File: src/hw/rtl/mtok_pkg.sv
// ----------------------------------------------------------------------------
// mtok_pkg
// shared types, character codes and helper functions of the markup tokenizer
// ----------------------------------------------------------------------------
package mtok_pkg;

    typedef enum logic [2:0] {
        MODE_IDLE,
        MODE_IDENT,
        MODE_NUMBER,
        MODE_STRING,
        MODE_ESCAPE
    } mode_t;

    localparam logic [3:0] KIND_DOT       = 4'd0;
    localparam logic [3:0] KIND_LBRACE    = 4'd1;
    localparam logic [3:0] KIND_SEMICOLON = 4'd2;
    localparam logic [3:0] KIND_LBRACKET  = 4'd3;
    localparam logic [3:0] KIND_RBRACKET  = 4'd4;
    localparam logic [3:0] KIND_STRING    = 4'd5;
    localparam logic [3:0] KIND_COLON     = 4'd6;
    localparam logic [3:0] KIND_RBRACE    = 4'd7;
    localparam logic [3:0] KIND_NUMBER    = 4'd8;
    localparam logic [3:0] KIND_IDENT     = 4'd9;
    localparam logic [3:0] KIND_UNKNOWN   = 4'd10;
    localparam logic [3:0] KIND_UNTERM    = 4'd11;
    localparam logic [3:0] KIND_END       = 4'd12;

    localparam logic [7:0] CH_DOT       = 8'h2E;
    localparam logic [7:0] CH_LBRACE    = 8'h7B;
    localparam logic [7:0] CH_SEMICOLON = 8'h3B;
    localparam logic [7:0] CH_LBRACKET  = 8'h5B;
    localparam logic [7:0] CH_RBRACKET  = 8'h5D;
    localparam logic [7:0] CH_QUOTE     = 8'h22;
    localparam logic [7:0] CH_COLON     = 8'h3A;
    localparam logic [7:0] CH_RBRACE    = 8'h7D;
    localparam logic [7:0] CH_BACKSLASH = 8'h5C;
    localparam logic [7:0] CH_SPACE     = 8'h20;

    localparam logic [15:0] START_CAP = 16'hFFFF;

    // result queue
    localparam int QDEPTH = 4;
    localparam int CNT_W  = 3;

    typedef struct packed {
        logic [3:0]  kind;
        logic [15:0] start;
        logic [16:0] length;
        logic        run_last;
    } token_t;

    function automatic logic is_digit(input logic [7:0] c);
        return (c >= 8'h30) && (c <= 8'h39);
    endfunction

    function automatic logic is_alpha(input logic [7:0] c);
        return ((c >= 8'h61) && (c <= 8'h7A)) || ((c >= 8'h41) && (c <= 8'h5A));
    endfunction

    function automatic logic is_space(input logic [7:0] c);
        return (c == CH_SPACE) || ((c >= 8'h09) && (c <= 8'h0D));
    endfunction

    function automatic logic [15:0] sat_start(input logic [16:0] v);
        return v[16] ? START_CAP : v[15:0];
    endfunction

    function automatic logic [16:0] span_len(input logic [16:0] end_pos,
                                             input logic [15:0] origin);
        return (end_pos > {1'b0, origin}) ? end_pos - {1'b0, origin} : 17'd0;
    endfunction

    // {hit, kind} for the single-character punctuation tokens
    function automatic logic [4:0] punct_kind(input logic [7:0] c);
        logic [4:0] r;
        r = 5'd0;
        unique case (c)
            CH_DOT:       r = {1'b1, KIND_DOT};
            CH_LBRACE:    r = {1'b1, KIND_LBRACE};
            CH_SEMICOLON: r = {1'b1, KIND_SEMICOLON};
            CH_LBRACKET:  r = {1'b1, KIND_LBRACKET};
            CH_RBRACKET:  r = {1'b1, KIND_RBRACKET};
            CH_COLON:     r = {1'b1, KIND_COLON};
            CH_RBRACE:    r = {1'b1, KIND_RBRACE};
            default:      r = 5'd0;
        endcase
        return r;
    endfunction

    function automatic token_t make_token(input logic [3:0] kind, input logic [15:0] start,
                                          input logic [16:0] length);
        token_t t;
        t.kind     = kind;
        t.start    = start;
        t.length   = length;
        t.run_last = 1'b0;
        return t;
    endfunction

endpackage

File: src/hw/rtl/mtok_if.sv
// ----------------------------------------------------------------------------
// mtok_if
// valid/ready channels of the markup tokenizer: source bytes in, tokens out
// ----------------------------------------------------------------------------
interface mtok_byte_if;
    logic       valid;
    logic       ready;
    logic [7:0] source_byte;
    logic       final_byte;

    modport source (output valid, output source_byte, output final_byte, input ready);
    modport sink   (input valid, input source_byte, input final_byte, output ready);
endinterface

interface mtok_token_if;
    logic        valid;
    logic        ready;
    logic [3:0]  token_kind;
    logic [15:0] token_start;
    logic [16:0] token_length;
    logic        run_last;

    modport source (output valid, output token_kind, output token_start,
                    output token_length, output run_last, input ready);
    modport sink   (input valid, input token_kind, input token_start,
                    input token_length, input run_last, output ready);
endinterface

File: src/hw/rtl/markup_tokenizer.sv
// ----------------------------------------------------------------------------
// markup_tokenizer
// streaming tokenizer: one source byte per word in, one token per word out
// ----------------------------------------------------------------------------
// src carries source bytes; final_byte marks the last byte of a source, which
// flushes any pending token and adds an end token, then the scanner restarts.
// tok carries tokens as kind, start offset and length; run_last marks the last
// token caused by one byte. A byte causes zero to three tokens.
// A byte is taken into an input register, classified in the next cycle and
// its tokens are written into a four-entry result queue whose head drives tok.
// Throughput is one byte per cycle while each byte gives at most one token
// and tok does not stall; bytes with several tokens are held back by the
// single output port of the result queue.
// When tok stalls, the queue fills and src.ready drops once a byte's tokens
// no longer fit. Reset empties the queue and the input register and clears
// the position, the scan mode and the token origin.
// ----------------------------------------------------------------------------
module markup_tokenizer #(
    parameter int MAX_SOURCE_BYTES = 65536
) (
    input  logic                clk,
    input  logic                rst_n,
    mtok_byte_if.sink           src,
    mtok_token_if.source        tok
);

    localparam int POS_LIMIT = (MAX_SOURCE_BYTES < 65536) ? MAX_SOURCE_BYTES : 65536;
    localparam logic [17:0] POS_CAP = 18'(POS_LIMIT);

    // input register
    logic                      stage_valid_reg, stage_valid_next;
    logic [7:0]                byte_reg;
    logic                      last_reg;

    // scanner state
    mtok_pkg::mode_t           mode_reg, mode_next;
    logic [16:0]               position_reg, position_next;
    logic [15:0]               origin_reg, origin_next;

    // result queue
    mtok_pkg::token_t          q_reg  [mtok_pkg::QDEPTH];
    mtok_pkg::token_t          q_next [mtok_pkg::QDEPTH];
    logic [mtok_pkg::CNT_W-1:0] cnt_reg, cnt_next;

    mtok_pkg::token_t          tok_v [3];
    logic [1:0]                n_v;
    mtok_pkg::mode_t           mode_v;
    logic [15:0]               origin_v;
    logic [16:0]               pos_v;

    logic                      pop;
    logic                      go;
    logic                      accept;
    logic [mtok_pkg::CNT_W-1:0] cnt_pop;

    // token generation for the byte in the input register
    always_comb
    begin
        logic        do_class;
        logic [4:0]  pk;
        logic [17:0] p_inc;
        mode_v   = mode_reg;
        origin_v = origin_reg;
        n_v      = 2'd0;
        do_class = 1'b0;
        for (int k = 0; k < 3; k++)
        begin
            tok_v[k] = '0;
        end

        unique case (mode_reg)
            mtok_pkg::MODE_IDENT:
            begin
                if (!mtok_pkg::is_alpha(byte_reg) && !mtok_pkg::is_digit(byte_reg))
                begin
                    tok_v[n_v] = mtok_pkg::make_token(mtok_pkg::KIND_IDENT, origin_reg,
                        mtok_pkg::span_len(position_reg, origin_reg));
                    n_v = n_v + 2'd1;
                    mode_v = mtok_pkg::MODE_IDLE;
                    do_class = 1'b1;
                end
            end
            mtok_pkg::MODE_NUMBER:
            begin
                if (!mtok_pkg::is_digit(byte_reg))
                begin
                    tok_v[n_v] = mtok_pkg::make_token(mtok_pkg::KIND_NUMBER, origin_reg,
                        mtok_pkg::span_len(position_reg, origin_reg));
                    n_v = n_v + 2'd1;
                    mode_v = mtok_pkg::MODE_IDLE;
                    do_class = 1'b1;
                end
            end
            mtok_pkg::MODE_STRING:
            begin
                if (byte_reg == mtok_pkg::CH_BACKSLASH)
                begin
                    mode_v = mtok_pkg::MODE_ESCAPE;
                end
                else if (byte_reg == mtok_pkg::CH_QUOTE)
                begin
                    tok_v[n_v] = mtok_pkg::make_token(mtok_pkg::KIND_STRING, origin_reg,
                        mtok_pkg::span_len(position_reg, origin_reg));
                    n_v = n_v + 2'd1;
                    mode_v = mtok_pkg::MODE_IDLE;
                end
            end
            mtok_pkg::MODE_ESCAPE:
            begin
                mode_v = mtok_pkg::MODE_STRING;
            end
            default:
            begin
                mode_v = mtok_pkg::MODE_IDLE;
                do_class = 1'b1;
            end
        endcase

        // classify a byte seen between tokens
        pk = mtok_pkg::punct_kind(byte_reg);
        if (do_class)
        begin
            priority if (pk[4])
            begin
                tok_v[n_v] = mtok_pkg::make_token(pk[3:0],
                    mtok_pkg::sat_start(position_reg), 17'd1);
                n_v = n_v + 2'd1;
            end
            else if (byte_reg == mtok_pkg::CH_QUOTE)
            begin
                mode_v   = mtok_pkg::MODE_STRING;
                origin_v = mtok_pkg::sat_start(position_reg + 17'd1);
            end
            else if (mtok_pkg::is_digit(byte_reg))
            begin
                mode_v   = mtok_pkg::MODE_NUMBER;
                origin_v = mtok_pkg::sat_start(position_reg);
            end
            else if (mtok_pkg::is_alpha(byte_reg))
            begin
                mode_v   = mtok_pkg::MODE_IDENT;
                origin_v = mtok_pkg::sat_start(position_reg);
            end
            else if (!mtok_pkg::is_space(byte_reg))
            begin
                tok_v[n_v] = mtok_pkg::make_token(mtok_pkg::KIND_UNKNOWN,
                    mtok_pkg::sat_start(position_reg), 17'd1);
                n_v = n_v + 2'd1;
            end
        end

        // saturating position
        p_inc = {1'b0, position_reg} + 18'd1;
        pos_v = (p_inc > POS_CAP) ? POS_CAP[16:0] : p_inc[16:0];

        // end of source: flush pending token and close with an end token
        if (last_reg)
        begin
            unique case (mode_v)
                mtok_pkg::MODE_IDENT:
                begin
                    tok_v[n_v] = mtok_pkg::make_token(mtok_pkg::KIND_IDENT, origin_v,
                        mtok_pkg::span_len(pos_v, origin_v));
                    n_v = n_v + 2'd1;
                end
                mtok_pkg::MODE_NUMBER:
                begin
                    tok_v[n_v] = mtok_pkg::make_token(mtok_pkg::KIND_NUMBER, origin_v,
                        mtok_pkg::span_len(pos_v, origin_v));
                    n_v = n_v + 2'd1;
                end
                mtok_pkg::MODE_STRING, mtok_pkg::MODE_ESCAPE:
                begin
                    tok_v[n_v] = mtok_pkg::make_token(mtok_pkg::KIND_UNTERM, origin_v,
                        mtok_pkg::span_len(pos_v, origin_v));
                    n_v = n_v + 2'd1;
                end
                default:
                begin
                end
            endcase
            tok_v[n_v] = mtok_pkg::make_token(mtok_pkg::KIND_END,
                mtok_pkg::sat_start(pos_v), 17'd0);
            n_v = n_v + 2'd1;
            mode_v   = mtok_pkg::MODE_IDLE;
            origin_v = 16'd0;
            pos_v    = 17'd0;
        end

        if (n_v != 2'd0)
        begin
            tok_v[n_v - 2'd1].run_last = 1'b1;
        end
    end

    // handshakes and queue control
    assign pop     = (cnt_reg != '0) && tok.ready;
    assign cnt_pop = cnt_reg - {{(mtok_pkg::CNT_W-1){1'b0}}, pop};
    assign go      = stage_valid_reg
                     && ((cnt_pop + {1'b0, n_v}) <= mtok_pkg::CNT_W'(mtok_pkg::QDEPTH));
    assign src.ready = !stage_valid_reg || go;
    assign accept    = src.valid && src.ready;

    assign stage_valid_next = accept ? 1'b1 : (go ? 1'b0 : stage_valid_reg);
    assign mode_next        = go ? mode_v   : mode_reg;
    assign origin_next      = go ? origin_v : origin_reg;
    assign position_next    = go ? pos_v    : position_reg;
    assign cnt_next         = go ? cnt_pop + {1'b0, n_v} : cnt_pop;

    always_comb
    begin
        for (int i = 0; i < mtok_pkg::QDEPTH; i++)
        begin
            if (pop && (i < mtok_pkg::QDEPTH - 1))
            begin
                q_next[i] = q_reg[(i + 1) % mtok_pkg::QDEPTH];
            end
            else
            begin
                q_next[i] = q_reg[i];
            end
            for (int k = 0; k < 3; k++)
            begin
                if (go && (2'(k) < n_v)
                    && ((cnt_pop + mtok_pkg::CNT_W'(k)) == mtok_pkg::CNT_W'(i)))
                begin
                    q_next[i] = tok_v[k];
                end
            end
        end
    end

    always_ff @(posedge clk or negedge rst_n)
    begin
        if (!rst_n)
        begin
            stage_valid_reg <= 1'b0;
            mode_reg        <= mtok_pkg::MODE_IDLE;
            origin_reg      <= 16'd0;
            position_reg    <= 17'd0;
            cnt_reg         <= '0;
        end
        else
        begin
            stage_valid_reg <= stage_valid_next;
            mode_reg        <= mode_next;
            origin_reg      <= origin_next;
            position_reg    <= position_next;
            cnt_reg         <= cnt_next;
        end
    end

    always_ff @(posedge clk)
    begin
        if (accept)
        begin
            byte_reg <= src.source_byte;
            last_reg <= src.final_byte;
        end
        for (int i = 0; i < mtok_pkg::QDEPTH; i++)
        begin
            q_reg[i] <= q_next[i];
        end
    end

    assign tok.valid        = (cnt_reg != '0);
    assign tok.token_kind   = q_reg[0].kind;
    assign tok.token_start  = q_reg[0].start;
    assign tok.token_length = q_reg[0].length;
    assign tok.run_last     = q_reg[0].run_last;

endmodule

File: src/flat_wrapper.sv
// flat-port wrapper written by rule: the top's interface ports become plain ports
module markup_tokenizer_flat 
#(
    parameter int MAX_SOURCE_BYTES = 65536
)
  (clk, rst_n, src_valid, src_source_byte, src_final_byte, src_ready, tok_valid, tok_token_kind, tok_token_start, tok_token_length, tok_run_last, tok_ready);
  mtok_byte_if src_i ();
  mtok_token_if tok_i ();
  input  logic clk;
  input  logic rst_n;
  input wire logic [$bits(src_i.valid)-1:0] src_valid;
  input wire logic [$bits(src_i.source_byte)-1:0] src_source_byte;
  input wire logic [$bits(src_i.final_byte)-1:0] src_final_byte;
  output wire logic [$bits(src_i.ready)-1:0] src_ready;
  output wire logic [$bits(tok_i.valid)-1:0] tok_valid;
  output wire logic [$bits(tok_i.token_kind)-1:0] tok_token_kind;
  output wire logic [$bits(tok_i.token_start)-1:0] tok_token_start;
  output wire logic [$bits(tok_i.token_length)-1:0] tok_token_length;
  output wire logic [$bits(tok_i.run_last)-1:0] tok_run_last;
  input wire logic [$bits(tok_i.ready)-1:0] tok_ready;
  assign src_i.valid = src_valid;
  assign src_i.source_byte = src_source_byte;
  assign src_i.final_byte = src_final_byte;
  assign src_ready = src_i.ready;
  assign tok_valid = tok_i.valid;
  assign tok_token_kind = tok_i.token_kind;
  assign tok_token_start = tok_i.token_start;
  assign tok_token_length = tok_i.token_length;
  assign tok_run_last = tok_i.run_last;
  assign tok_i.ready = tok_ready;
  markup_tokenizer #(.MAX_SOURCE_BYTES(MAX_SOURCE_BYTES)) u_core (.clk(clk), .rst_n(rst_n), .src(src_i), .tok(tok_i));
endmodule
File: config.mk
export PLATFORM = sky130hd
export DESIGN_NAME = markup_tokenizer_flat
export DESIGN_NICKNAME = d
export VERILOG_FILES = /design/src/hw/rtl/mtok_pkg.sv /design/src/hw/rtl/mtok_if.sv /design/src/hw/rtl/markup_tokenizer.sv /design/src/flat_wrapper.sv
export SDC_FILE = /design/constraint.sdc
export NUM_CORES = 1
export LEC_CHECK = 0
export BUFFER_PORTS_ARGS = -buffer_cell sky130_fd_sc_hd__buf_2
export CAP_MARGIN = 20
export CELL_PAD_IN_SITES_DETAIL_PLACEMENT = 0
export CELL_PAD_IN_SITES_GLOBAL_PLACEMENT = 1
export CORE_MARGIN = 5
export CORE_UTILIZATION = 44
export DETAILED_ROUTE_END_ITERATION = 10
export PLACE_DENSITY = 0.81
export SLEW_MARGIN = 20
export SYNTH_ARGS = -nofsm -noshare
export SYNTH_HDL_FRONTEND = slang
export SYNTH_SLANG_ARGS = --single-unit
File: constraint.sdc
create_clock -name clk -period 8.1 [get_ports clk]
set_input_delay 0.81 -clock clk [delete_from_list [all_inputs] [get_ports clk]]
set_output_delay 0.81 -clock clk [all_outputs]
set_load 0.005 [all_outputs]
==> results of run 1 <==
## final cells by class
class                   instances  area, um^2  share of cell area (%)
flip-flops and latches        201        5840                    34.9
diodes                          1        2.50                  0.0150
multi-input cells            1398        8760                    52.4
well taps                     455         569                    3.41
clock buffers                  33         656                    3.92
repair buffers                 96         606                    3.62
clock inverters                11        83.8                   0.502
inverters                      54         203                    1.21
## stage by stage
step | hold slack (ns) | utilization (%) | std cells | instance area (um^2) | setup WS [ns]
final | 0.264 | 48.5 | 2249 | 16700 | 0.422
after global routing | 0.296 | 48.5 | 2248 | 16700 | 0.000939
after CTS | 0.410 | 48.4 | 2247 | 16700 | 0.481
after detailed placement | 0.572 | 46.2 | 2203 | 15900 | 0.522
after global placement | 0.565 | 46.2 | 2203 | 15900 | 0.641
after floorplan | 0.514 | - | 1787 | 15300 | 0.207
## final timing paths
check / start / to / slack [ns] / depth (start not counted)
max: u_core.byte_reg[3]$_DFFE_PP_ / u_core.q_reg[3][10]$_DFFE_PP_ / 0.42 / 25
min: rst_n / u_core.position_reg[0]$_DFFE_PN0N_ / 0.26 / 1
max reg2reg: u_core.byte_reg[3]$_DFFE_PP_ / u_core.q_reg[3][10]$_DFFE_PP_ / 0.42 / 25
min reg2reg: u_core.q_reg[2][17]$_DFFE_PP_ / u_core.q_reg[1][17]$_DFFE_PP_ / 0.59 / 2
max in group asynchronous: rst_n / u_core.origin_reg[1]$_DFFE_PN0N_ / 7.42 / 1
min in group clk: src_source_byte[3] / u_core.byte_reg[3]$_DFFE_PP_ / 0.43 / 1
## cells in the final DEF (no fill, tap or decap), drive strengths merged, types with 12 or more instances in the layout
master / count
a211oi: 30
a21boi: 12
a21o: 19
a21oi: 150
a221oi: 23
a22o: 17
a22oi: 16
a31oi: 20
and2: 27
and3: 13
buf: 96
clkbuf: 33
dfrtp: 40
edfxtp: 161
ha: 45
inv: 55
nand2: 192
nand2b: 15
nand3: 39
nand4: 24
nor2: 177
nor2b: 23
nor3: 28
o211ai: 12
o21a: 17
o21ai: 121
o221ai: 38
o22ai: 122
o2bb2ai: 18
o31ai: 13
xnor2: 33
xor2: 14
## kinds of logic (layout without fill, tap and decap cells)
group,count (synthesis),count (layout)
mux,16,16
buf+inv,188,194
fa+ha+maj,48,48
simple gates,585,585
xor+xnor,47,47
other cells,0,1
flops,201,201
compound gates,702,702
## what timing repair did
item                                    4_1_cts  5_1_grt
resized for setup                             0        2
buffers inserted                              0        0
endpoints found under the setup margin        0       41
## metal layers
metal,GRT usage (%),part of all wire [%],up-vias
li1,-,-,6840
met1,42.5,44,7277
met2,40.9,43,889
met3,5.26,11,92
met4,8.40,3.1,0
met5,0,0,-
==> flow_summary.json, run 1 <==
{
  "critPathMaxFanout": 30,
  "crit_required_ns": 8.43,
  "slew_violations": 0,
  "yosysMostFrequentCell": "nand2_1",
  "cp-end-kind": "register",
  "synth_top_family_by_area": "compound AO/OA/AOI/OAI gates",
  "antenna_found_initial": 0,
  "coreArea_um2": 34500,
  "num_rows": 68,
  "largest_reg_flops": 152,
  "fin_tns_setup_ns": 0,
  "critPathTopFamily": "simple AND/OR/NAND/NOR gates",
  "insertion_delay_ns": 0.56,
  "start_util_pct": 44.4,
  "outcome": "finished clean",
  "hold_buffers": 0,
  "grt_max_degree": 55,
  "synthAdderAreaFrac_pct": 4.07,
  "ant_nets": 0,
  "die_x_um": 196,
  "cts.sinks": 201,
  "synth_seq_cells": 201,
  "drtIter0Drc": 1926,
  "crit_type": "register to register",
  "syn_area_per_cell_um2": 8.56,
  "rsz0062_at_grt": "false",
  "grt_pass1_vias": 13600,
  "critical-path-max-stage-delay_ns": 0.67,
  "period_minus_slack_ns": 7.68,
  "yosys.area_share.simple_pct": 18.0,
  "clockRootBuffer": "clkbuf_16",
  "final_net_count": 1837,
  "path_buf_inv": 4,
  "numCtsBuffers": 25,
  "routabilityCongestion": 0.995,
  "fmax_mhz": 130,
  "yosys.area.top_type": "edfxtp_1",
  "cts_buffer_depth": 3,
  "fin_skew_ns": 0.0381,
  "synth_common_cells": "nand2_1 (190), nor2_1 (175), edfxtp_1 (161)",
  "dp_hpwl_um": 43200,
  "synth_top_area_share_pct": 31.6,
  "synthesis.nets": 1848,
  "slew_headroom_pct": 24.4,
  "synth_compound_gate_area_share_pct": 30.9,
  "synth_mux_area_share_pct": 1.09,
  "area_growth_pct": 9.21,
  "fillerInstances": 3316,
  "worst_hold_path_type": "input pin to async pin",
  "die_y_um": 196,
  "syn_area_um2": 15300,
  "tritoncts": "yes",
  "synth_xor_area_share_pct": 2.69,
  "synth.top_cells.by_area": "edfxtp_1 (32%), dfrtp_1 (6.5%), o22ai_1 (5.0%)",
  "synth_edf_count": 161,
  "cp.arrival_ns": 8.01,
  "cap_violations": 0,
  "cts_max_level": 1,
  "synth-main-ff-cell": "edfxtp_1",
  "fin_crit_sh_pct": 94.8,
  "ys_async_sr_fraction_pct": 19.9,
  "firstDrtPassIters": 6,
  "yosysUniqueCellTypes": 88,
  "via_per_inst": 6.71,
  "io_pins": 53,
  "wl_per_cell_um": 25.2,
  "clkSlewWorstSetupHoldPaths_ns": 0.06,
  "dr_total_vias": 15100,
  "post_route_cells_drive_above_1_share_pct": 10.2,
  "dieArea_um2": 38600,
  "grt_overflow": 0,
  "track_usage_pct": 28.1,
  "numPortBuffers": 52,
  "setup_viol_count_final": 0,
  "hold_viol_final": 0,
  "tightest_slew_ns": 1.13,
  "grt_pass1_wl_um": 85800,
  "wirelength_um": 56600,
  "drc_errors": 0,
  "yosysWarningCount": 0,
  "ys_seq_area_share_pct": 38.1,
  "cpMaxStageDelayCell": "nand2_1",
  "syn_inst": 1787,
  "crit_path_start_kind": "register"
}
Power of run 1 is left out: the tool's default activity adds up to more than one toggle a clock period on the data nets, which glitch-free logic cannot reach.
==> run 2, diff against run 1 <==
Settings changed: MAX_ROUTING_LAYER set to met4.
==> flow_summary.json, run 2 (synthesized netlist as in run 1, its figures left out) <==
{
  "slew_violations": 0,
  "fmax_mhz": 130,
  "grtUsageMet3_pct": 5.03,
  "cap_violations": 0,
  "rsz0062_at_grt": "false",
  "use_met1_pct": 43.8,
  "firstDrtPassIters": 6,
  "insertion_delay_ns": 0.54,
  "wirelength_um": 58200,
  "via_per_inst": 6.73,
  "outcome": "finished clean",
  "tritoncts": "yes",
  "cp-end-kind": "register",
  "fin_tns_setup_ns": 0,
  "drtIter0Drc": 1939,
  "grt_use_met2_pct": 42.4,
  "fin_skew_ns": 0.0224,
  "slew_headroom_pct": 25.1,
  "mostFrequentLayoutCells": "nand2_1 (188), nor2_1 (175), edfxtp_1 (161)",
  "dr_total_vias": 15200,
  "crit_required_ns": 8.26,
  "crit_path_start_kind": "register",
  "dp_hpwl_um": 44300,
  "die_x_um": 196,
  "grt_pass1_vias": 13700,
  "antenna_found_initial": 2,
  "cp.arrival_ns": 7.87,
  "hold_viol_final": 0,
  "area_growth_pct": 9.44,
  "final_net_count": 1838,
  "cts_max_level": 1,
  "grt_max_degree": 55,
  "num_rows": 68,
  "coreArea_um2": 34500,
  "dieArea_um2": 38600,
  "setup_viol_count_final": 0,
  "largest_reg_flops": 152,
  "wl_per_cell_um": 25.9,
  "numCtsBuffers": 24,
  "cts_buffer_depth": 3,
  "period_minus_slack_ns": 7.71,
  "io_pins": 53,
  "grt_overflow": 0,
  "die_y_um": 196,
  "numPortBuffers": 52,
  "tightest_slew_ns": 1.12,
  "grt_pass1_wl_um": 88000,
  "start_util_pct": 44.4,
  "critPathMaxFanout": 38,
  "clkSlewWorstSetupHoldPaths_ns": 0.07,
  "crit_type": "register to register",
  "layout_commonest_cell": "nand2_1",
  "routabilityCongestion": 1.01,
  "clockRootBuffer": "clkbuf_16",
  "fin_crit_sh_pct": 95.2,
  "drc_errors": 0,
  "worst_hold_path_type": "input pin to async pin",
  "track_usage_pct": 29.9,
  "cts.sinks": 201,
  "ant_nets": 0,
  "post_route_cells_drive_above_1_share_pct": 10.6,
  "fin_util_pct": 48.6,
  "top_usage_layer": "met1"
}
run 2: path summary, 6_finish.rpt:
kind	start	slack, ns	cells past startpoint	end
setup / recovery	u_core.byte_reg[3]$_DFFE_PP_	0.39	26	u_core.q_reg[1][8]$_DFFE_PP_
max in group asynchronous	rst_n	7.45	2	u_core.cnt_reg[1]$_DFF_PN0_
hold reg to reg	u_core.origin_reg[0]$_DFFE_PN0N_	0.59	1	u_core.origin_reg[0]$_DFFE_PN0N_
hold / removal	rst_n	0.16	1	u_core.position_reg[1]$_DFFE_PN0N_
min in group clk	src_source_byte[0]	0.45	1	u_core.byte_reg[0]$_DFFE_PP_
setup reg to reg	u_core.byte_reg[3]$_DFFE_PP_	0.39	26	u_core.q_reg[1][8]$_DFFE_PP_
run 2: repair_timing:
| item | CTS | global route |
|---|---|---|
| buffers inserted | 0 | 0 |
| hold buffers | 0 | 0 |
| endpoints found under the setup margin | 0 | 4 |
| resized for setup | 0 | 2 |
run 2: stage by stage:
step | instance area, um^2 | hold WS [ns] | instances | setup WS [ns]
detailed placement | 16000 | 0.556 | 2205 | 0.484
finish | 16700 | 0.164 | 2252 | 0.386
CTS | 16700 | 0.427 | 2249 | 0.448
global route | 16700 | 0.174 | 2252 | 0.00679
global placement | 16000 | 0.558 | 2205 | 0.731
floorplan | 15300 | 0.514 | 1787 | 0.207
run 2: per-layer routing:
metal	routed length, um	vias up
met5	0	-
met4	1960	0
met3	6200	121
met2	24500	943
met1	25500	7269
li1	-	6828
run 2: layout make-up:
type                       instances  area (um^2)
inverter                          54          203
fill                            3311        17700
multi-input combinational       1398         8750
tap                              455          569
timing repair buffer              98          618
clock inverter                    14          123
sequential                       201         5840
antenna                            2         5.00
clock buffer                      30          644
run 2: critical path, cell delays in order (launching register included):
cell       delay, ns
edfxtp_1        0.53
or2_1           0.32
or4_1           0.67
a2bb2oi_1       0.24
and2_1          0.33
ha_1            0.34
o2111ai_1       0.13
a22oi_1         0.33
a31oi_1         0.12
ha_1            0.33
o21ai_0         0.23
ha_1            0.27
and2_1          0.16
a221oi_4        0.19
buf_4           0.23
inv_2           0.06
fa_1            0.50
inv_1           0.06
o21ai_0         0.30
and2_1          0.20
buf_4           0.36
nand3_1         0.20
nor3_1          0.18
buf_4           0.24
nor2_1          0.21
nand3_2         0.12
buf_4           0.46
Power of run 2 is left out for the same reason.
